File: src/rtl/stt_pkg.sv
// ----------------------------------------------------------------------------
// Source text tokenizer package
// Shared types, token codes, limits and the reserved word table.
// ----------------------------------------------------------------------------
package stt_pkg;

    localparam int unsigned ID_MAX_LEN        = 32;
    localparam int unsigned COMMENT_DEPTH_MAX = 16;
    localparam int unsigned STORE_DEPTH       = 32;
    localparam int unsigned ID_LIMIT =
        (ID_MAX_LEN < STORE_DEPTH) ? ID_MAX_LEN : STORE_DEPTH;
    localparam int unsigned NUM_KW = 26;

    // Token kinds.
    localparam logic [5:0] K_EOF     = 6'd0;
    localparam logic [5:0] K_IDENT   = 6'd1;
    localparam logic [5:0] K_NUMBER  = 6'd2;
    localparam logic [5:0] K_STRING  = 6'd3;
    localparam logic [5:0] K_ERROR   = 6'd4;
    localparam logic [5:0] K_LPAREN  = 6'd5;
    localparam logic [5:0] K_RPAREN  = 6'd6;
    localparam logic [5:0] K_STAR    = 6'd7;
    localparam logic [5:0] K_PLUS    = 6'd8;
    localparam logic [5:0] K_COMMA   = 6'd9;
    localparam logic [5:0] K_MINUS   = 6'd10;
    localparam logic [5:0] K_DOT     = 6'd11;
    localparam logic [5:0] K_SLASH   = 6'd12;
    localparam logic [5:0] K_BECOMES = 6'd13;
    localparam logic [5:0] K_SEMI    = 6'd14;
    localparam logic [5:0] K_LT      = 6'd15;
    localparam logic [5:0] K_LE      = 6'd16;
    localparam logic [5:0] K_NE      = 6'd17;
    localparam logic [5:0] K_EQ      = 6'd18;
    localparam logic [5:0] K_GT      = 6'd19;
    localparam logic [5:0] K_GE      = 6'd20;
    localparam logic [5:0] K_LBRACK  = 6'd21;
    localparam logic [5:0] K_RBRACK  = 6'd22;
    localparam logic [5:0] K_KW_BASE = 6'd23;

    // Error codes.
    localparam logic [3:0] E_NONE    = 4'd0;
    localparam logic [3:0] E_ILLEGAL = 4'd1;
    localparam logic [3:0] E_NUMBER  = 4'd2;
    localparam logic [3:0] E_IDLONG  = 4'd3;
    localparam logic [3:0] E_STROPEN = 4'd4;
    localparam logic [3:0] E_NONPRT  = 4'd5;
    localparam logic [3:0] E_ESCAPE  = 4'd6;
    localparam logic [3:0] E_COMOPEN = 4'd7;
    localparam logic [3:0] E_NESTING = 4'd8;

    // Output register source selects.
    localparam logic [1:0] LD_NONE = 2'd0;
    localparam logic [1:0] LD_RUN  = 2'd1;
    localparam logic [1:0] LD_A    = 2'd2;
    localparam logic [1:0] LD_B    = 2'd3;

    typedef struct packed {
        logic [5:0]  kind;
        logic [3:0]  err;
        logic [30:0] num;
        logic [7:0]  ch;
        logic        last;
        logic [15:0] line;
        logic [15:0] col;
    } stt_tok_t;

    typedef struct packed {
        logic       latch;
        logic       exec;
        logic       rd;
        logic [1:0] load;
        logic       fin;
    } stt_cmd_t;

    typedef struct packed {
        logic run_v;
        logic a_v;
        logic b_v;
        logic run_last;
        logic out_free;
    } stt_stat_t;

    // Reserved words, right aligned, first character in the highest used byte.
    localparam logic [63:0] KW_TEXT [NUM_KW] = '{
        64'("and"), 64'("array"), 64'("begin"), 64'("boolean"), 64'("call"),
        64'("do"), 64'("else"), 64'("elsif"), 64'("end"), 64'("false"),
        64'("function"), 64'("get"), 64'("if"), 64'("integer"), 64'("leave"),
        64'("not"), 64'("or"), 64'("put"), 64'("relax"), 64'("rem"),
        64'("source"), 64'("string"), 64'("then"), 64'("to"), 64'("true"),
        64'("while")
    };

    localparam logic [5:0] KW_LEN [NUM_KW] = '{
        6'd3, 6'd5, 6'd5, 6'd7, 6'd4, 6'd2, 6'd4, 6'd5, 6'd3, 6'd5,
        6'd8, 6'd3, 6'd2, 6'd7, 6'd5, 6'd3, 6'd2, 6'd3, 6'd5, 6'd3,
        6'd6, 6'd6, 6'd4, 6'd2, 6'd4, 6'd5
    };

endpackage

File: src/rtl/stt_datapath.sv
// ----------------------------------------------------------------------------
// Source text tokenizer datapath
// Scanner state, lexeme memory, keyword match and the output register.
// ----------------------------------------------------------------------------
module stt_datapath import stt_pkg::*; (
    input  logic        aclk,
    input  logic        aresetn,
    input  stt_cmd_t    cmd,
    output stt_stat_t   stat,
    input  logic [7:0]  in_char,
    input  logic        in_eoi,
    output logic        m_valid,
    input  logic        m_ready,
    output stt_tok_t    m_tok
);

    localparam logic [2:0] M_IDLE    = 3'd0;
    localparam logic [2:0] M_WORD    = 3'd1;
    localparam logic [2:0] M_NUMBER  = 3'd2;
    localparam logic [2:0] M_STRING  = 3'd3;
    localparam logic [2:0] M_ESCAPE  = 3'd4;
    localparam logic [2:0] M_COMMENT = 3'd5;
    localparam logic [2:0] M_OPHELD  = 3'd6;
    localparam logic [2:0] M_HALT    = 3'd7;

    logic [7:0]  c_reg;
    logic        eoi_reg;
    logic [2:0]  mode_reg, mode_next;
    logic [7:0]  held_reg, held_next;
    logic [5:0]  len_reg, len_next;
    logic [30:0] acc_reg, acc_next;
    logic [4:0]  depth_reg, depth_next;
    logic [15:0] line_reg, line_next;
    logic [15:0] col_reg, col_next;
    logic        anl_reg, anl_next;
    logic [15:0] sl_reg, sl_next;
    logic [15:0] sc_reg, sc_next;
    logic        wr_en_reg, wr_en_next;
    logic [4:0]  wr_addr_reg, wr_addr_next;
    logic        run_v_reg, run_v_next;
    logic        a_v_reg, a_v_next;
    logic        b_v_reg, b_v_next;
    stt_tok_t    tok_a_reg, tok_a_next;
    stt_tok_t    tok_b_reg, tok_b_next;
    stt_tok_t    run_tok_reg;
    stt_tok_t    run_out;
    logic [5:0]  run_len_reg;
    logic [5:0]  idx_reg;
    logic [7:0]  rdata_reg;
    logic [7:0]  pre_reg [8];
    logic [7:0]  lex_mem [STORE_DEPTH];
    logic        m_valid_reg;
    stt_tok_t    m_tok_reg;

    logic [15:0] lc1, cc0, cc1, bcol;
    logic        is_letter, is_digit, word_ch, follow;
    logic [34:0] num_v;
    logic        kw_hit;
    logic [5:0]  kw_kind;
    logic        out_free;

    function automatic stt_tok_t mk_tok(input logic [5:0] kind, input logic [3:0] err,
                                        input logic [30:0] num, input logic [7:0] ch,
                                        input logic last, input logic [15:0] line,
                                        input logic [15:0] col);
        stt_tok_t t;
        t.kind = kind;
        t.err  = err;
        t.num  = num;
        t.ch   = ch;
        t.last = last;
        t.line = line;
        t.col  = col;
        return t;
    endfunction

    function automatic logic [5:0] single_op(input logic [7:0] c);
        logic [5:0] k;
        case (c)
            8'h28:   k = K_LPAREN;
            8'h29:   k = K_RPAREN;
            8'h2A:   k = K_STAR;
            8'h2B:   k = K_PLUS;
            8'h2C:   k = K_COMMA;
            8'h2D:   k = K_MINUS;
            8'h2E:   k = K_DOT;
            8'h2F:   k = K_SLASH;
            8'h3B:   k = K_SEMI;
            8'h3D:   k = K_EQ;
            8'h5B:   k = K_LBRACK;
            8'h5D:   k = K_RBRACK;
            default: k = 6'd0;
        endcase
        return k;
    endfunction

    // Keyword match against the first eight stored characters.
    always_comb begin
        logic m;
        int   pos;
        kw_hit  = 1'b0;
        kw_kind = K_KW_BASE;
        for (int i = NUM_KW - 1; i >= 0; i--) begin
            m = (len_reg == KW_LEN[i]);
            for (int j = 0; j < 8; j++) begin
                pos = 8 * (int'(KW_LEN[i]) - 1 - j);
                if (j < int'(KW_LEN[i])) begin
                    if (pre_reg[j] != KW_TEXT[i][pos +: 8]) begin
                        m = 1'b0;
                    end
                end
            end
            if (m) begin
                kw_hit  = 1'b1;
                kw_kind = K_KW_BASE + 6'(i);
            end
        end
    end

    assign lc1       = (anl_reg && line_reg != 16'hFFFF) ? line_reg + 16'd1 : line_reg;
    assign cc0       = anl_reg ? 16'd0 : col_reg;
    assign cc1       = (cc0 != 16'hFFFF) ? cc0 + 16'd1 : cc0;
    assign bcol      = cc1 - 16'd1;
    assign is_letter = (c_reg >= 8'h41 && c_reg <= 8'h5A) || (c_reg >= 8'h61 && c_reg <= 8'h7A);
    assign is_digit  = (c_reg >= 8'h30 && c_reg <= 8'h39);
    assign word_ch   = is_letter || is_digit || c_reg == 8'h5F;
    assign num_v     = {1'b0, acc_reg, 3'b000} + {3'b000, acc_reg, 1'b0}
                     + {31'd0, c_reg[3:0] - 4'd0};

    always_comb begin
        logic [5:0] k;
        logic [4:0] dd;
        mode_next    = mode_reg;
        held_next    = held_reg;
        len_next     = len_reg;
        acc_next     = acc_reg;
        depth_next   = depth_reg;
        line_next    = line_reg;
        col_next     = col_reg;
        anl_next     = anl_reg;
        sl_next      = sl_reg;
        sc_next      = sc_reg;
        wr_en_next   = 1'b0;
        wr_addr_next = len_reg[4:0];
        run_v_next   = 1'b0;
        a_v_next     = 1'b0;
        b_v_next     = 1'b0;
        tok_a_next   = '0;
        tok_b_next   = '0;
        follow       = 1'b0;
        k            = '0;
        dd           = '0;
        if (mode_reg != M_HALT) begin
            line_next = lc1;
            col_next  = cc1;
            anl_next  = !eoi_reg && c_reg == 8'h0A;
            unique case (mode_reg)
                M_IDLE: begin
                    follow = 1'b1;
                end
                M_WORD: begin
                    if (!eoi_reg && word_ch) begin
                        if (len_reg >= 6'(ID_LIMIT)) begin
                            a_v_next   = 1'b1;
                            tok_a_next = mk_tok(K_ERROR, E_IDLONG, '0, '0, 1'b1, sl_reg, sc_reg);
                            mode_next  = M_HALT;
                        end else begin
                            wr_en_next = 1'b1;
                            len_next   = len_reg + 6'd1;
                        end
                    end else begin
                        if (kw_hit) begin
                            a_v_next   = 1'b1;
                            tok_a_next = mk_tok(kw_kind, E_NONE, '0, '0, 1'b1, sl_reg, sc_reg);
                        end else begin
                            run_v_next = 1'b1;
                        end
                        len_next = '0;
                        follow   = 1'b1;
                    end
                end
                M_NUMBER: begin
                    if (!eoi_reg && is_digit) begin
                        if (num_v[34:31] != 4'd0) begin
                            a_v_next   = 1'b1;
                            tok_a_next = mk_tok(K_ERROR, E_NUMBER, '0, '0, 1'b1, sl_reg, sc_reg);
                            mode_next  = M_HALT;
                        end else begin
                            acc_next = num_v[30:0];
                        end
                    end else begin
                        a_v_next   = 1'b1;
                        tok_a_next = mk_tok(K_NUMBER, E_NONE, acc_reg, '0, 1'b1, sl_reg, sc_reg);
                        acc_next   = '0;
                        follow     = 1'b1;
                    end
                end
                M_STRING: begin
                    a_v_next = 1'b1;
                    if (eoi_reg) begin
                        tok_a_next = mk_tok(K_ERROR, E_STROPEN, '0, '0, 1'b1, sl_reg, sc_reg);
                        mode_next  = M_HALT;
                    end else if (c_reg < 8'h20 || c_reg > 8'h7E) begin
                        tok_a_next = mk_tok(K_ERROR, E_NONPRT, '0, '0, 1'b1, lc1, cc1);
                        mode_next  = M_HALT;
                    end else if (c_reg == 8'h22) begin
                        tok_a_next = mk_tok(K_STRING, E_NONE, '0,
                                            (len_reg != 6'd0) ? held_reg : 8'h00, 1'b1,
                                            sl_reg, sc_reg);
                        len_next   = '0;
                        mode_next  = M_IDLE;
                    end else begin
                        a_v_next   = (len_reg != 6'd0);
                        tok_a_next = mk_tok(K_STRING, E_NONE, '0, held_reg, 1'b0, sl_reg, sc_reg);
                        held_next  = c_reg;
                        len_next   = 6'd1;
                        if (c_reg == 8'h5C) begin
                            mode_next = M_ESCAPE;
                        end
                    end
                end
                M_ESCAPE: begin
                    a_v_next = 1'b1;
                    if (!eoi_reg && (c_reg == 8'h6E || c_reg == 8'h74 ||
                                     c_reg == 8'h22 || c_reg == 8'h5C)) begin
                        tok_a_next = mk_tok(K_STRING, E_NONE, '0, held_reg, 1'b0, sl_reg, sc_reg);
                        held_next  = c_reg;
                        len_next   = 6'd1;
                        mode_next  = M_STRING;
                    end else begin
                        tok_a_next = mk_tok(K_ERROR, E_ESCAPE, '0, '0, 1'b1, lc1, bcol);
                        mode_next  = M_HALT;
                    end
                end
                M_COMMENT: begin
                    if (eoi_reg) begin
                        a_v_next   = 1'b1;
                        tok_a_next = mk_tok(K_ERROR, E_COMOPEN, '0, '0, 1'b1, sl_reg, sc_reg);
                        mode_next  = M_HALT;
                    end else if (c_reg == 8'h7B) begin
                        if (depth_reg >= 5'(COMMENT_DEPTH_MAX)) begin
                            a_v_next   = 1'b1;
                            tok_a_next = mk_tok(K_ERROR, E_NESTING, '0, '0, 1'b1, lc1, cc1);
                            mode_next  = M_HALT;
                        end else begin
                            depth_next = depth_reg + 5'd1;
                        end
                    end else if (c_reg == 8'h7D) begin
                        dd         = (depth_reg != 5'd0) ? depth_reg - 5'd1 : 5'd0;
                        depth_next = dd;
                        if (dd == 5'd0) begin
                            mode_next = M_IDLE;
                        end
                    end
                end
                M_OPHELD: begin
                    a_v_next  = 1'b1;
                    mode_next = M_IDLE;
                    if (held_reg == 8'h3A) begin
                        if (!eoi_reg && c_reg == 8'h3D) begin
                            tok_a_next = mk_tok(K_BECOMES, E_NONE, '0, '0, 1'b1, sl_reg, sc_reg);
                        end else begin
                            tok_a_next = mk_tok(K_ERROR, E_ILLEGAL, '0, '0, 1'b1, sl_reg, sc_reg);
                            mode_next  = M_HALT;
                        end
                    end else if (!eoi_reg && c_reg == 8'h3D) begin
                        tok_a_next = mk_tok((held_reg == 8'h3C) ? K_LE : K_GE, E_NONE, '0, '0,
                                            1'b1, sl_reg, sc_reg);
                    end else if (!eoi_reg && c_reg == 8'h3E && held_reg == 8'h3C) begin
                        tok_a_next = mk_tok(K_NE, E_NONE, '0, '0, 1'b1, sl_reg, sc_reg);
                    end else begin
                        tok_a_next = mk_tok((held_reg == 8'h3C) ? K_LT : K_GT, E_NONE, '0, '0,
                                            1'b1, sl_reg, sc_reg);
                        follow     = 1'b1;
                    end
                end
                default: begin
                    mode_next = M_HALT;
                end
            endcase

            // Handling of the current byte as the first byte after a token.
            if (follow) begin
                if (eoi_reg) begin
                    b_v_next   = 1'b1;
                    tok_b_next = mk_tok(K_EOF, E_NONE, '0, '0, 1'b1, lc1, cc1);
                    mode_next  = M_HALT;
                end else begin
                    mode_next = M_IDLE;
                    if (c_reg == 8'h20 || c_reg == 8'h09 || c_reg == 8'h0A) begin
                        mode_next = M_IDLE;
                    end else if (is_letter || c_reg == 8'h5F) begin
                        sl_next      = lc1;
                        sc_next      = cc1;
                        wr_en_next   = 1'b1;
                        wr_addr_next = '0;
                        len_next     = 6'd1;
                        mode_next    = M_WORD;
                    end else if (is_digit) begin
                        sl_next   = lc1;
                        sc_next   = cc1;
                        acc_next  = {27'd0, c_reg[3:0]};
                        mode_next = M_NUMBER;
                    end else if (c_reg == 8'h22) begin
                        sl_next   = lc1;
                        sc_next   = cc1;
                        len_next  = '0;
                        mode_next = M_STRING;
                    end else if (c_reg == 8'h7B) begin
                        sl_next    = lc1;
                        sc_next    = cc1;
                        depth_next = 5'd1;
                        mode_next  = M_COMMENT;
                    end else if (c_reg == 8'h3A || c_reg == 8'h3C || c_reg == 8'h3E) begin
                        sl_next   = lc1;
                        sc_next   = cc1;
                        held_next = c_reg;
                        mode_next = M_OPHELD;
                    end else begin
                        k        = single_op(c_reg);
                        b_v_next = 1'b1;
                        if (k != 6'd0) begin
                            tok_b_next = mk_tok(k, E_NONE, '0, '0, 1'b1, lc1, cc1);
                        end else begin
                            tok_b_next = mk_tok(K_ERROR, E_ILLEGAL, '0, '0, 1'b1, lc1, cc1);
                            mode_next  = M_HALT;
                        end
                    end
                end
            end
        end
    end

    assign out_free = !m_valid_reg || m_ready;

    // One character of an identifier run, as it goes to the output register.
    always_comb begin
        run_out      = run_tok_reg;
        run_out.ch   = rdata_reg;
        run_out.last = stat.run_last;
    end

    always_ff @(posedge aclk) begin
        if (!aresetn) begin
            mode_reg    <= M_IDLE;
            held_reg    <= '0;
            len_reg     <= '0;
            acc_reg     <= '0;
            depth_reg   <= '0;
            line_reg    <= 16'd1;
            col_reg     <= '0;
            anl_reg     <= 1'b0;
            sl_reg      <= 16'd1;
            sc_reg      <= '0;
            wr_en_reg   <= 1'b0;
            run_v_reg   <= 1'b0;
            a_v_reg     <= 1'b0;
            b_v_reg     <= 1'b0;
            idx_reg     <= '0;
            m_valid_reg <= 1'b0;
            for (int i = 0; i < 8; i++) begin
                pre_reg[i] <= '0;
            end
        end else begin
            if (cmd.exec) begin
                mode_reg    <= mode_next;
                held_reg    <= held_next;
                len_reg     <= len_next;
                acc_reg     <= acc_next;
                depth_reg   <= depth_next;
                line_reg    <= line_next;
                col_reg     <= col_next;
                anl_reg     <= anl_next;
                sl_reg      <= sl_next;
                sc_reg      <= sc_next;
                wr_en_reg   <= wr_en_next;
                run_v_reg   <= run_v_next;
                a_v_reg     <= a_v_next;
                b_v_reg     <= b_v_next;
                idx_reg     <= '0;
            end
            if (cmd.load == LD_RUN) begin
                idx_reg <= idx_reg + 6'd1;
            end
            if (cmd.fin) begin
                wr_en_reg <= 1'b0;
                if (wr_en_reg && wr_addr_reg < 5'd8) begin
                    pre_reg[wr_addr_reg[2:0]] <= c_reg;
                end
            end
            if (cmd.load != LD_NONE) begin
                m_valid_reg <= 1'b1;
            end else if (m_ready) begin
                m_valid_reg <= 1'b0;
            end
        end
    end

    // Payload registers.
    always_ff @(posedge aclk) begin
        if (cmd.latch) begin
            c_reg   <= in_char;
            eoi_reg <= in_eoi;
        end
        if (cmd.exec) begin
            wr_addr_reg <= wr_addr_next;
            tok_a_reg   <= tok_a_next;
            tok_b_reg   <= tok_b_next;
            run_len_reg <= len_reg;
            run_tok_reg <= mk_tok(K_IDENT, E_NONE, '0, '0, 1'b0, sl_reg, sc_reg);
        end
        unique case (cmd.load)
            LD_RUN:  m_tok_reg <= run_out;
            LD_A:    m_tok_reg <= tok_a_reg;
            LD_B:    m_tok_reg <= tok_b_reg;
            default: m_tok_reg <= m_tok_reg;
        endcase
    end

    // Lexeme memory: one write port, one registered read port.
    always_ff @(posedge aclk) begin
        if (cmd.fin && wr_en_reg) begin
            lex_mem[wr_addr_reg] <= c_reg;
        end
        if (cmd.rd) begin
            rdata_reg <= lex_mem[idx_reg[4:0]];
        end
    end

    assign stat.run_v    = run_v_reg;
    assign stat.a_v      = a_v_reg;
    assign stat.b_v      = b_v_reg;
    assign stat.run_last = (idx_reg + 6'd1 == run_len_reg);
    assign stat.out_free = out_free;
    assign m_valid       = m_valid_reg;
    assign m_tok         = m_tok_reg;

    a_load_free: assert property (@(posedge aclk) disable iff (!aresetn)
        (cmd.load != LD_NONE) |-> out_free)
        else $error("result loaded over an untaken result");
    a_depth: assert property (@(posedge aclk) disable iff (!aresetn)
        depth_reg <= 5'(COMMENT_DEPTH_MAX))
        else $error("comment depth beyond limit");
    a_len: assert property (@(posedge aclk) disable iff (!aresetn)
        len_reg <= 6'(ID_LIMIT))
        else $error("lexeme length beyond limit");

endmodule

File: src/rtl/stt_ctrl.sv
// ----------------------------------------------------------------------------
// Source text tokenizer controller
// Sequences accept, scan step, result transfers and the lexeme write.
// ----------------------------------------------------------------------------
module stt_ctrl import stt_pkg::*; (
    input  logic      aclk,
    input  logic      aresetn,
    input  logic      s_valid,
    output logic      s_ready,
    input  stt_stat_t stat,
    output stt_cmd_t  cmd
);

    localparam logic [2:0] S_IDLE   = 3'd0;
    localparam logic [2:0] S_EXEC   = 3'd1;
    localparam logic [2:0] S_DISP   = 3'd2;
    localparam logic [2:0] S_RUN_RD = 3'd3;
    localparam logic [2:0] S_RUN_TX = 3'd4;
    localparam logic [2:0] S_TOKA   = 3'd5;
    localparam logic [2:0] S_TOKB   = 3'd6;
    localparam logic [2:0] S_FIN    = 3'd7;

    logic [2:0] state_reg, state_next;

    assign s_ready = (state_reg == S_IDLE);

    always_comb begin
        state_next = state_reg;
        cmd        = '0;
        unique case (state_reg)
            S_IDLE: begin
                cmd.latch = s_valid;
                if (s_valid) begin
                    state_next = S_EXEC;
                end
            end
            S_EXEC: begin
                cmd.exec   = 1'b1;
                state_next = S_DISP;
            end
            S_DISP: begin
                state_next = stat.run_v ? S_RUN_RD : S_TOKA;
            end
            S_RUN_RD: begin
                cmd.rd     = 1'b1;
                state_next = S_RUN_TX;
            end
            S_RUN_TX: begin
                if (stat.out_free) begin
                    cmd.load   = LD_RUN;
                    state_next = stat.run_last ? S_TOKA : S_RUN_RD;
                end
            end
            S_TOKA: begin
                if (!stat.a_v) begin
                    state_next = S_TOKB;
                end else if (stat.out_free) begin
                    cmd.load   = LD_A;
                    state_next = S_TOKB;
                end
            end
            S_TOKB: begin
                if (!stat.b_v) begin
                    state_next = S_FIN;
                end else if (stat.out_free) begin
                    cmd.load   = LD_B;
                    state_next = S_FIN;
                end
            end
            S_FIN: begin
                cmd.fin    = 1'b1;
                state_next = S_IDLE;
            end
            default: state_next = S_IDLE;
        endcase
    end

    always_ff @(posedge aclk) begin
        if (!aresetn) begin
            state_reg <= S_IDLE;
        end else begin
            state_reg <= state_next;
        end
    end

    // A run character always waits for its memory read in between.
    a_one_load: assert property (@(posedge aclk) disable iff (!aresetn)
        (cmd.load == LD_RUN) |=> (cmd.load != LD_RUN))
        else $error("run characters loaded in consecutive cycles");
    a_exec_after_accept: assert property (@(posedge aclk) disable iff (!aresetn)
        (s_valid && s_ready) |=> cmd.exec)
        else $error("scan step did not follow an accepted byte");

endmodule

File: src/rtl/source_text_tokenizer_top.sv
// ----------------------------------------------------------------------------
// Source text tokenizer
// Turns a stream of source bytes into a stream of tokens.
// ----------------------------------------------------------------------------
//
//  Channel   Direction  tdata                          tuser       tlast
//  s_axis    in         [7:0] input_char               -           end_of_input
//  m_axis    out        [3:0] error, [34:4] value,     [5:0] kind  last_of_run
//                       [42:35] char, [58:43] line,
//                       [74:59] col
//
//  Each byte passes through the accept, the scan step, a dispatch step, a
//  step for each of the two token slots, used or not, and a finishing step
//  that writes the lexeme memory. An identifier run adds a read step and a
//  transfer step per character, as the lexeme memory read port is registered.
//  Reset is synchronous and active low; the lexeme memory is not cleared.
//  A stalled result holds the block at its next result transfer; a new byte
//  is taken only after every result of the previous byte is loaded.
//  After an error or end-of-input token the block accepts bytes and drops
//  them until reset.
//
module source_text_tokenizer_top import stt_pkg::*; (
    input  logic        aclk,
    input  logic        aresetn,
    input  logic        s_axis_tvalid,
    output logic        s_axis_tready,
    input  logic [7:0]  s_axis_tdata,   // [7:0] input_char
    input  logic        s_axis_tlast,   // end_of_input
    output logic        m_axis_tvalid,
    input  logic        m_axis_tready,
    output logic [79:0] m_axis_tdata,   // error, value, char, line, column
    output logic [5:0]  m_axis_tuser,   // [5:0] kind
    output logic        m_axis_tlast    // last_of_run
);

    stt_cmd_t  cmd;
    stt_stat_t stat;
    stt_tok_t  tok;

    // The controller decides when a transfer happens; the datapath holds
    // the scanner state and the output register.
    stt_ctrl u_ctrl (
        .aclk    (aclk),
        .aresetn (aresetn),
        .s_valid (s_axis_tvalid),
        .s_ready (s_axis_tready),
        .stat    (stat),
        .cmd     (cmd)
    );

    stt_datapath u_dp (
        .aclk    (aclk),
        .aresetn (aresetn),
        .cmd     (cmd),
        .stat    (stat),
        .in_char (s_axis_tdata),
        .in_eoi  (s_axis_tlast),
        .m_valid (m_axis_tvalid),
        .m_ready (m_axis_tready),
        .m_tok   (tok)
    );

    // Fields packed from the lowest bit up, zero filled to whole bytes.
    // The token kind says what the transfer carries, so it travels as tuser.
    assign m_axis_tdata = {5'd0, tok.col, tok.line, tok.ch, tok.num, tok.err};
    assign m_axis_tuser = tok.kind;
    assign m_axis_tlast = tok.last;

endmodule

File: config.mk
export PLATFORM = sky130hd
export DESIGN_NAME = source_text_tokenizer_top
export DESIGN_NICKNAME = d
export VERILOG_FILES = /design/src/rtl/stt_pkg.sv /design/src/rtl/stt_datapath.sv /design/src/rtl/stt_ctrl.sv /design/src/rtl/source_text_tokenizer_top.sv
export SDC_FILE = /design/constraint.sdc
export NUM_CORES = 1
export LEC_CHECK = 0
export BUFFER_PORTS_ARGS = -buffer_cell sky130_fd_sc_hd__buf_2
export CAP_MARGIN = 30
export CORE_ASPECT_RATIO = 2
export CORE_MARGIN = 2
export CORE_UTILIZATION = 40
export DETAILED_ROUTE_END_ITERATION = 16
export SYNTH_ARGS = -nofsm -noshare
export SYNTH_HDL_FRONTEND = slang
export SYNTH_SLANG_ARGS = --single-unit
export TNS_END_PERCENT = 5
File: constraint.sdc
create_clock -name aclk -period 7.15 [get_ports aclk]
set_input_delay 1.0725 -clock aclk [delete_from_list [all_inputs] [get_ports aclk]]
set_output_delay 1.0725 -clock aclk [all_outputs]
set_load 0.02 [all_outputs]
Yosys cells after proc, flatten, opt, wreduce, memory -nomap -nowiden
Memories as Yosys holds them, arrays and structs flattened. A register that Yosys moved wholly into a read port is not among the register bits. Cells that the tools add are included.

Bits in writable memories: 320. Output and inout port bits: 89. Memories: 2. Logic and storage cells: 619. Flip-flop bits (word level): 430. Bits of input ports: 13.

Add/sub/neg operators: 9. Reductions and logical operators: 50. Multiplexer cells: 365. Eq/ne operators: 131. Bitwise operators: 6. Magnitude comparators: 11.

Memories: u_dp.lex_mem (words 32, width 8, rd ports 1, clocked after memory_dff 1, write ports 1, line stt_datapath.sv:51) `logic [7:0] lex_mem [STORE_DEPTH];`; u_dp.pre_reg (words 8, width 8, rd ports 8, clocked after memory_dff 0, write ports 8, line stt_datapath.sv:50) `logic [7:0] pre_reg [8];`.

Operator list (number): $mux 82 (9); $ne 8x7->1 const B (64); $pmux 82 s6 (1); $mux 79 (6); $mux 6 (48); $mux 31 (8); $pmux 82 s3 (1); $mux 33 (7); $mux 16 (13); $mux 1 (190); $eq 8x6->1 const B (17); $mux 8 (14); $mux 3 (35); $mux 5 (19); $mux 80 (1); $eq 8x7->1 const B (8); $pmux 5 s12 (1); $mux 41 (1); $add 34x32->35 (1); $add 35x4->35 (1); $add 16x1->16 const B (2); $ne 16x16->1 const B (2); $eq 6x3->1 const B (4); $pmux 3 s8 (1); 55 further kinds (118).

Logic depth before layout (Yosys ltp)
Gate-level depths: netlist (run 1). An unclocked memory read counts as a cell.

Depth in word-level cells: 37. Depth in mapped cells: 16. Gate-level depth less buffers: 15.

By module
From an unflattened synthesis (run 1), not the netlist that was laid out.

Cell total of the unflattened synthesis: 2809. Area, all modules: 34166.5 um^2.

Modules (own cells, without submodules): stt_datapath (cells an instance 2765, times used 1, area an instance 33837.5 um^2, sequential area each 20089.3 um^2); stt_ctrl (cells an instance 38, times used 1, area an instance 287.8 um^2, sequential area each 60.1 um^2); source_text_tokenizer_top (cells an instance 6, times used 1, area an instance 41.3 um^2, sequential area each 0.0 um^2).

Worst setup path after synthesis (run 1)
Ideal clock, no wire load.

Path kind: input to register. From: in m_axis_tready. To: reg u_dp.m_tok_reg (netlist bit u_dp.m_tok[0]) (enable). Setup time: 533 ps. Buffers on the path: 0. Setup slack: 1628 ps. Cell stages on the path: 3. Required time: 6617 ps. Arrival: 4989 ps. Cells stage by stage: nor2b_1 nand2b_1 nor2b_1.

Word-level cells in the longest chain between the ends: 6. Elaborated cells on any way between the ends: 11. Classes of those cells: eq/ne (3); mux (6); reduce/logical (2).

Ends and longest elaborated chain: start: declaration (line source_text_tokenizer_top.sv:30) `input logic m_axis_tready,`; $logic_or 1x1->1 * (line stt_datapath.sv:334) `assign out_free = !m_valid_reg || m_ready;`; $mux 2, on equally long branches (line stt_ctrl.sv:65, stt_ctrl.sv:57); $mux 2, on equally long branches (line stt_ctrl.sv:63, stt_ctrl.sv:55); $pmux 2 s3 * (line stt_ctrl.sv:30) `unique case (state_reg)`; $eq 2x2->1 or $eq 2x1->1 (tied branches) (line stt_datapath.sv:412) `unique case (cmd.load)`; $reduce_bool 3->1 (no source line) *; end signal: assignment (line stt_datapath.sv:413) `LD_RUN: m_tok_reg <= run_out;`; end signal: assignment (line stt_datapath.sv:414) `LD_A: m_tok_reg <= tok_a_reg;`; end signal: assignment (line stt_datapath.sv:415) `LD_B: m_tok_reg <= tok_b_reg;`; end: declaration (line stt_datapath.sv:53) `stt_tok_t m_tok_reg;`.

Mark *: on every way between the ends. The rest lies on a longest branch, timed or not. A chain may end at the register's enable or synchronous reset.

Worst setup path in the final report (run 1)
From: reg u_dp.c_reg[1]. To: reg u_dp.tok_a_reg[11] (netlist bit), data pin.

Word-level cells in the longest chain between the ends: 8. Elaborated cells on any way between the ends: 42. Classes of those cells: add/sub (1); order compare (8); eq/ne (7); mux (11); reduce/logical (15).

Ends and longest elaborated chain: start: declaration (line stt_datapath.sv:26) `logic [7:0] c_reg;`; start signal: assignment (line stt_datapath.sv:402) `c_reg <= in_char;`; branches (longest 7 deep; another with $add 35x4->35); $pmux 82 s6 * (line stt_datapath.sv:157) `unique case (mode_reg)`; end signal: assignment (line stt_datapath.sv:407) `tok_a_reg <= tok_a_next;`; end: declaration (line stt_datapath.sv:43) `stt_tok_t tok_a_reg, tok_a_next;`.

Every way passes the cells marked *.

==> flow_summary.yaml, run 1 <==
run_status:
  status: "finished, final reports clean"
setup_path:
  slowest_stage: "or4b_4"
  critPathMaxFanout: 61
  critical_path_required_ns: 7.51
  cpPeakStageDelay_ns: 0.79
  path_cells: "buf_4, ha_1, ha_1, inv_1, fa_1, nor2b_1, o31ai_1, a31oi_1, nor2_1, o41ai_1, a21oi_1, xnor2_1, o41ai_1, or4b_4, a221o_1"
  start_kind: "register"
  worstPathArrival_ns: 5.79
  crit_family: "compound AO/OA/AOI/OAI gates"
  path_class: "register to register"
  end_kind: "register"
  path_buf_inv: 2
timing:
  period_share_pct: 76.0
  finalWorstSetupSlack_ns: 1.72
  max_slew_margin_pct: 28.9
  tightest_slew_ns: 1.06
  period_minus_slack_ns: 5.43
  rsz0062_at_grt: "false"
  skew_ns: 0.0249
  hold_violations: 0
  fmax_mhz: 184
  setup_viol: 0
  timing.setup.tns_ns: 0
  drv_slew: 0
routing:
  drc: 0
  via_per_inst: 5.72
  first_iter_violations: 1828
  wl_um: 82000
  num_vias: 21900
  ant_nets: 0
  firstDrtPassIters: 7
  detail_route.wl_per_cell_um: 21.4
clocking:
  cts_hold_buf: 0
  clk_path_buf_depth: 3
  ctsResizeCount: 0
  cts_setup_buffers: 0
  cts_num_sinks: 715
  root_buffer: "clkbuf_16"
  clkLatencyLatePin_ns: 0.63
  cts_tree: "yes"
  htree_levels: 3
  clk_pin_slew_ns: 0.06
  cts_buffers: 68
finish:
  final_cell_mix: "edfxtp_1 (583), nor2_1 (247), nand2_1 (188)"
  final_util_pct: 44.9
  insertedDiodeCount: 0
  final_common_cell: "edfxtp_1"
  areaGrowthSynthToFinish_pct: 11.7
  final_layout_size_suffix_gt1_share_pct: 13.1
  largest_reg_flops: 256
  nNetsFinal: 2811
place:
  gp_congestion: 0.939
  dp_hpwl_um: 54000
  port_buffers: 96
  dp_worst_setup_slack_ns: 1.78
synth:
  synth_ff_type: "edfxtp_1"
  postSynthCellCount: 2653
  synth_top_area_share_pct: 53.1
  synth-seq-area-share_pct: 61.1
  syn-cell-area_mm2: 0.0330
  ys_types: 91
  synthArstFlopShare_pct: 0
  synth_edf_count: 583
  synth.area.top_cells: "edfxtp_1 (53%), dfxtp_1 (8.0%), mux4_2 (5.5%), nor2_1 (2.8%), ha_1 (2.7%)"
  ys_warn_count: 0
  ys_seq_elements: 715
  synth_top_area_cell: "edfxtp_1"
  postSynthAreaPerCell_um2: 12.4
power_and_ir_drop:
  p_leak_nw: 12.7
  peakVddDrop_v: 0.000176
  powerDensity_mw_per_mm2: 242
floorplanning:
  num_rows: 149
  initial_core_util_pct: 40.2
  die_h_um: 410
  ios: 102
  die_x_um: 207
  core_region_area_mm2: 0.0820
  fp.dieArea_mm2: 0.0849
global_routing:
  grt_overflow: 0
  grtUsageTotal_pct: 19.0
  grt_pass1_wl_um: 126000
  grt_pass1_vias: 21500
  antenna_found_initial: 2
  grt_max_degree: 74
job:
  timing.max_cap.violations: 0
hold_path:
  hp-class: "register to register"
## final cells by class
type / count / area [um^2]
fill: 7506 / 45200
sequential: 715 / 20200
multi-input combinational: 1727 / 12000
clock buffer: 84 / 1820
tap: 1057 / 1320
timing repair buffer: 140 / 832
clock inverter: 41 / 420
inverter: 72 / 277
## cells in the mapped netlist (all sizes together) (6+ instances only)
cell       n
edfxtp   583
o22ai     10
and3      73
nor3      70
o211ai    13
or3       18
a211oi    32
mux4      80
nand2    189
o21ai    107
clkbuf   124
a21o      19
mux2      11
a221o     11
o31ai      7
inv       71
nor2b     42
o2bb2ai   16
xnor2     43
a21boi     6
a22o      14
nand2b    30
and4b      7
nor2     250
nand3b     7
nor4bb    12
ha        72
a222oi    32
buf       19
a21oi    127
nor3b     15
nand4     38
or2        8
nor4b      7
xor2      36
nor4      32
and4       8
dfxtp    132
nand4b    10
nand3     78
and2      92
o2111ai    9
o21a      13
a31oi     11
## power by group
part | switching (mW) | internal [mW] | total (mW)
combinational | 0.404 | 0.140 | 0.544
sequential | 0.0683 | 4.63 | 4.70
clock | 1.58 | 2.09 | 3.67
total | 2.05 | 6.86 | 8.91
## final timing paths
path                                     from  cells after the start  slack, ns                                to
hold reg to reg   u_dp.sc_reg[1]$_SDFFE_PN0P_                      0       0.46         u_dp.run_out[1]$_DFFE_PP_
setup reg to reg      u_dp.c_reg[1]$_DFFE_PP_                     15       1.72  u_dp.tok_a_reg[11]$_SDFFCE_PP0P_
hold / removal    u_dp.sc_reg[1]$_SDFFE_PN0P_                      0       0.46         u_dp.run_out[1]$_DFFE_PP_
setup / recovery      u_dp.c_reg[1]$_DFFE_PP_                     15       1.72  u_dp.tok_a_reg[11]$_SDFFCE_PP0P_
## logic make-up after synthesis
family | share of synthesized area [%]
other cells | 0.0114
buf+inv | 2.59
simple gates | 15.9
mux | 5.96
compound gates | 9.51
flops | 61.1
fa+ha+maj | 2.85
xor+xnor | 2.10
## metal layers
layer  part of all wire [%]  GRT usage, %  up-vias
li1                       -             -    10300
met1                     44          25.7    10900
met2                     48          31.4      634
met3                    5.4          2.83      126
met4                    2.5          6.07        0
met5                      0             0        -
## stage by stage
step	cells	hold slack [ns]	power (mW)	area [um^2]
2_1_floorplan	2657	0.409	5.14	33000
3_3_place_gp	3701	0.435	5.32	34500
3_5_place_dp	3709	0.444	5.33	34600
4_1_cts	3834	0.457	9.00	36900
5_1_grt	3836	0.466	9.21	36900
6_report	3836	0.457	8.91	36900
Power figures use the tool's default switching activity.
==> inputs of run 2 (changes only) <==
Settings changed: ABC_AREA set to 1.
Clock period 7.15 ns to 4.4 ns, I/O delays scaled along.
==> run 2 against run 1 <==
Net effect:
- synthesized area grew 8.8%
- largest power group unchanged
- global-route usage increased by 5.8 points
- critical path type unchanged
- highest routed layer is now met5
- final cell count increased by 40%
==> flow_summary.yaml, run 2 <==
global_routing:
  antenna_found_initial: 3
  grt_pass1_vias: 28500
  grtUsageTotal_pct: 24.8
  grt_max_degree: 169
  grt_pass1_wl_um: 170000
  grt_overflow: 0
synth:
  postSynthCellCount: 4049
  synth_top_family_by_area: "simple AND/OR/NAND/NOR gates"
  postSynthAreaPerCell_um2: 8.86
  synth-seq-area-share_pct: 56.1
  ys_warn_count: 0
  synth.area.top_cells: "edfxtp_1 (49%), nand2_1 (8.9%), dfxtp_1 (7.4%), nor2_1 (7.2%), inv_1 (4.5%)"
  synthMuxAreaShare_pct: 0
  syn-cell-area_mm2: 0.0359
  synthSimpleGateAreaFrac_pct: 22.9
  synthAdderAreaFrac_pct: 2.62
  synth_top_area_share_pct: 48.8
  synth_edf_count: 583
  synth_compound_area_share_pct: 9.95
  synthArstFlopShare_pct: 0
  ys_types: 67
  synth_top_area_cell: "edfxtp_1"
  ys_seq_elements: 715
  synth_xor_xnor_area_share_pct: 1.59
  yosysMostFrequentCell: "nand2_1"
  synth_ff_type: "edfxtp_1"
  synth_common_cells: "nand2_1 (852), nor2_1 (693), edfxtp_1 (583), inv_1 (430), o21ai_0 (293)"
setup_path:
  cpPeakStageDelay_ns: 0.41
  worstPathArrival_ns: 4.24
  cpMostUsedCell: "nand2_1"
  path_cells: "inv_4, nand2_1, inv_1, ha_1, nand2_1, nor2_2, nand2_2, nor2_4, nand2_2, inv_2, nand2_1, nand2_1, ha_1, nand3_2, inv_2, nand2_1, nor2_2, nand3_1, nor2_1, nand2_1, nand3_1, nand3_1"
  start_kind: "register"
  path_class: "register to register"
  slowest_stage: "dfxtp_1"
  critPathMaxFanout: 23
  critical_path_required_ns: 4.81
  end_kind: "register"
floorplanning:
  initial_core_util_pct: 40.3
  fp.dieArea_mm2: 0.0923
  die_x_um: 216
  die_h_um: 428
  core_region_area_mm2: 0.0890
  ios: 102
  num_rows: 155
power_and_ir_drop:
  powerDensity_mw_per_mm2: 406
  peakVddDrop_v: 0.000298
  p_leak_nw: 15.9
place:
  dp_hpwl_um: 84700
  gp_congestion: 0.990
  dpl_cell_area_mm2: 0.0378
  port_buffers: 96
hold_path:
  hp-class: "input port to register"
timing:
  tightest_slew_ns: 1.01
  max_slew_margin_pct: 32.5
  drv_slew: 0
  period_share_pct: 87.0
  setup_viol: 0
  period_minus_slack_ns: 3.83
  fmax_mhz: 261
  rsz0062_at_grt: "false"
  timing.setup.tns_ns: 0
  skew_ns: 0.0410
  fin_hold_ws_ns: 0.180
  hold_violations: 0
clocking:
  clk_path_buf_depth: 3
  htree_levels: 3
  root_buffer: "clkbuf_16"
  clk_pin_slew_ns: 0.07
  cts_num_sinks: 715
  ctsResizeCount: 0
  cts_hold_buf: 0
  cts_buffers: 66
  cts_tree: "yes"
  clkLatencyLatePin_ns: 0.68
  cts_setup_buffers: 0
finish:
  nNetsFinal: 4231
  final_cell_area_mm2: 0.0400
  final_cell_mix: "nand2_1 (851), nor2_1 (691), edfxtp_1 (583)"
  final_layout_size_suffix_gt1_share_pct: 9.15
  areaGrowthSynthToFinish_pct: 11.5
  final_common_cell: "nand2_1"
  largest_reg_flops: 256
routing:
  ant_nets: 0
  detail_route.wl_per_cell_um: 21.3
  firstDrtPassIters: 5
  wl_um: 115000
  first_iter_violations: 1852
  num_vias: 28500
  drc: 0
  via_per_inst: 5.30
run_status:
  status: "finished, final reports clean"
job:
  timing.max_cap.violations: 0
## run 2: final cells by class
cell class | count | area [um^2]
tap | 1177 | 1470
clock inverter | 44 | 467
multi-input combinational | 2735 | 13400
timing repair buffer | 170 | 1090
fill | 8725 | 49000
sequential | 715 | 20200
inverter | 456 | 1730
antenna | 6 | 15.0
clock buffer | 75 | 1720
## run 2: per-stage QoR
stage               util [%]  std cells  worst slack [ns]  total power [mW]
finish                  44.9       5378             0.574              16.2
global route            44.9       5375             0.137              16.8
CTS                     44.9       5372             0.584              16.4
detailed placement      42.5       5253             0.595              10.5
global placement        42.5       5252             0.697              10.5
floorplan                  -       4053            -0.132              9.65
## run 2: final timing paths
path / slack (ns) / to / depth (start not counted) / from
setup / recovery: 0.57 / u_dp.tok_a_reg[14]$_SDFFCE_PP0P_ / 22 / u_dp.anl_reg$_SDFFE_PN0P_
hold / removal: 0.18 / u_dp.eoi_reg$_DFFE_PP_ / 1 / s_axis_tlast
setup reg to reg: 0.57 / u_dp.tok_a_reg[14]$_SDFFCE_PP0P_ / 22 / u_dp.anl_reg$_SDFFE_PN0P_
hold reg to reg: 0.45 / u_dp.run_out[30]$_DFFE_PP_ / 0 / u_dp.sl_reg[14]$_SDFFE_PN0P_
## run 2: power breakdown
part	switching [mW]	internal [mW]	total [mW]	leakage (nW)
clock network	2.67	3.22	5.89	1.06
registers	0.230	7.81	8.04	6.51
logic	1.78	0.542	2.32	8.33
total	4.68	11.6	16.2	15.9
## run 2: cell families (layout without fill, tap and decap cells)
group	Yosys count	in the layout
buffers and inverters	603	745
adders and majority gates	74	74
DFF	715	715
AOI/OAI and AO/OA	642	642
other	1	11
xor gates and xnor gates	65	65
and+or+nand+nor	1949	1949
## run 2: critical path, delay by kind of cell, from the launching register on
family / cells / cell delay [ns]
AND/OR/NAND/NOR: 16 / 1.98
adder cells (fa/ha/maj): 2 / 0.49
flip-flops: 1 / 0.41
buffers and inverters: 4 / 0.68
## run 2: per-layer routing
layer,vias to the layer above,share of wire (%),GRT usage (%)
met3,380,4.0,2.68
li1,13800,-,-
met2,897,54,47.9
met4,2,9.5,20.6
met5,-,0.0061,0
met1,13500,33,23.1
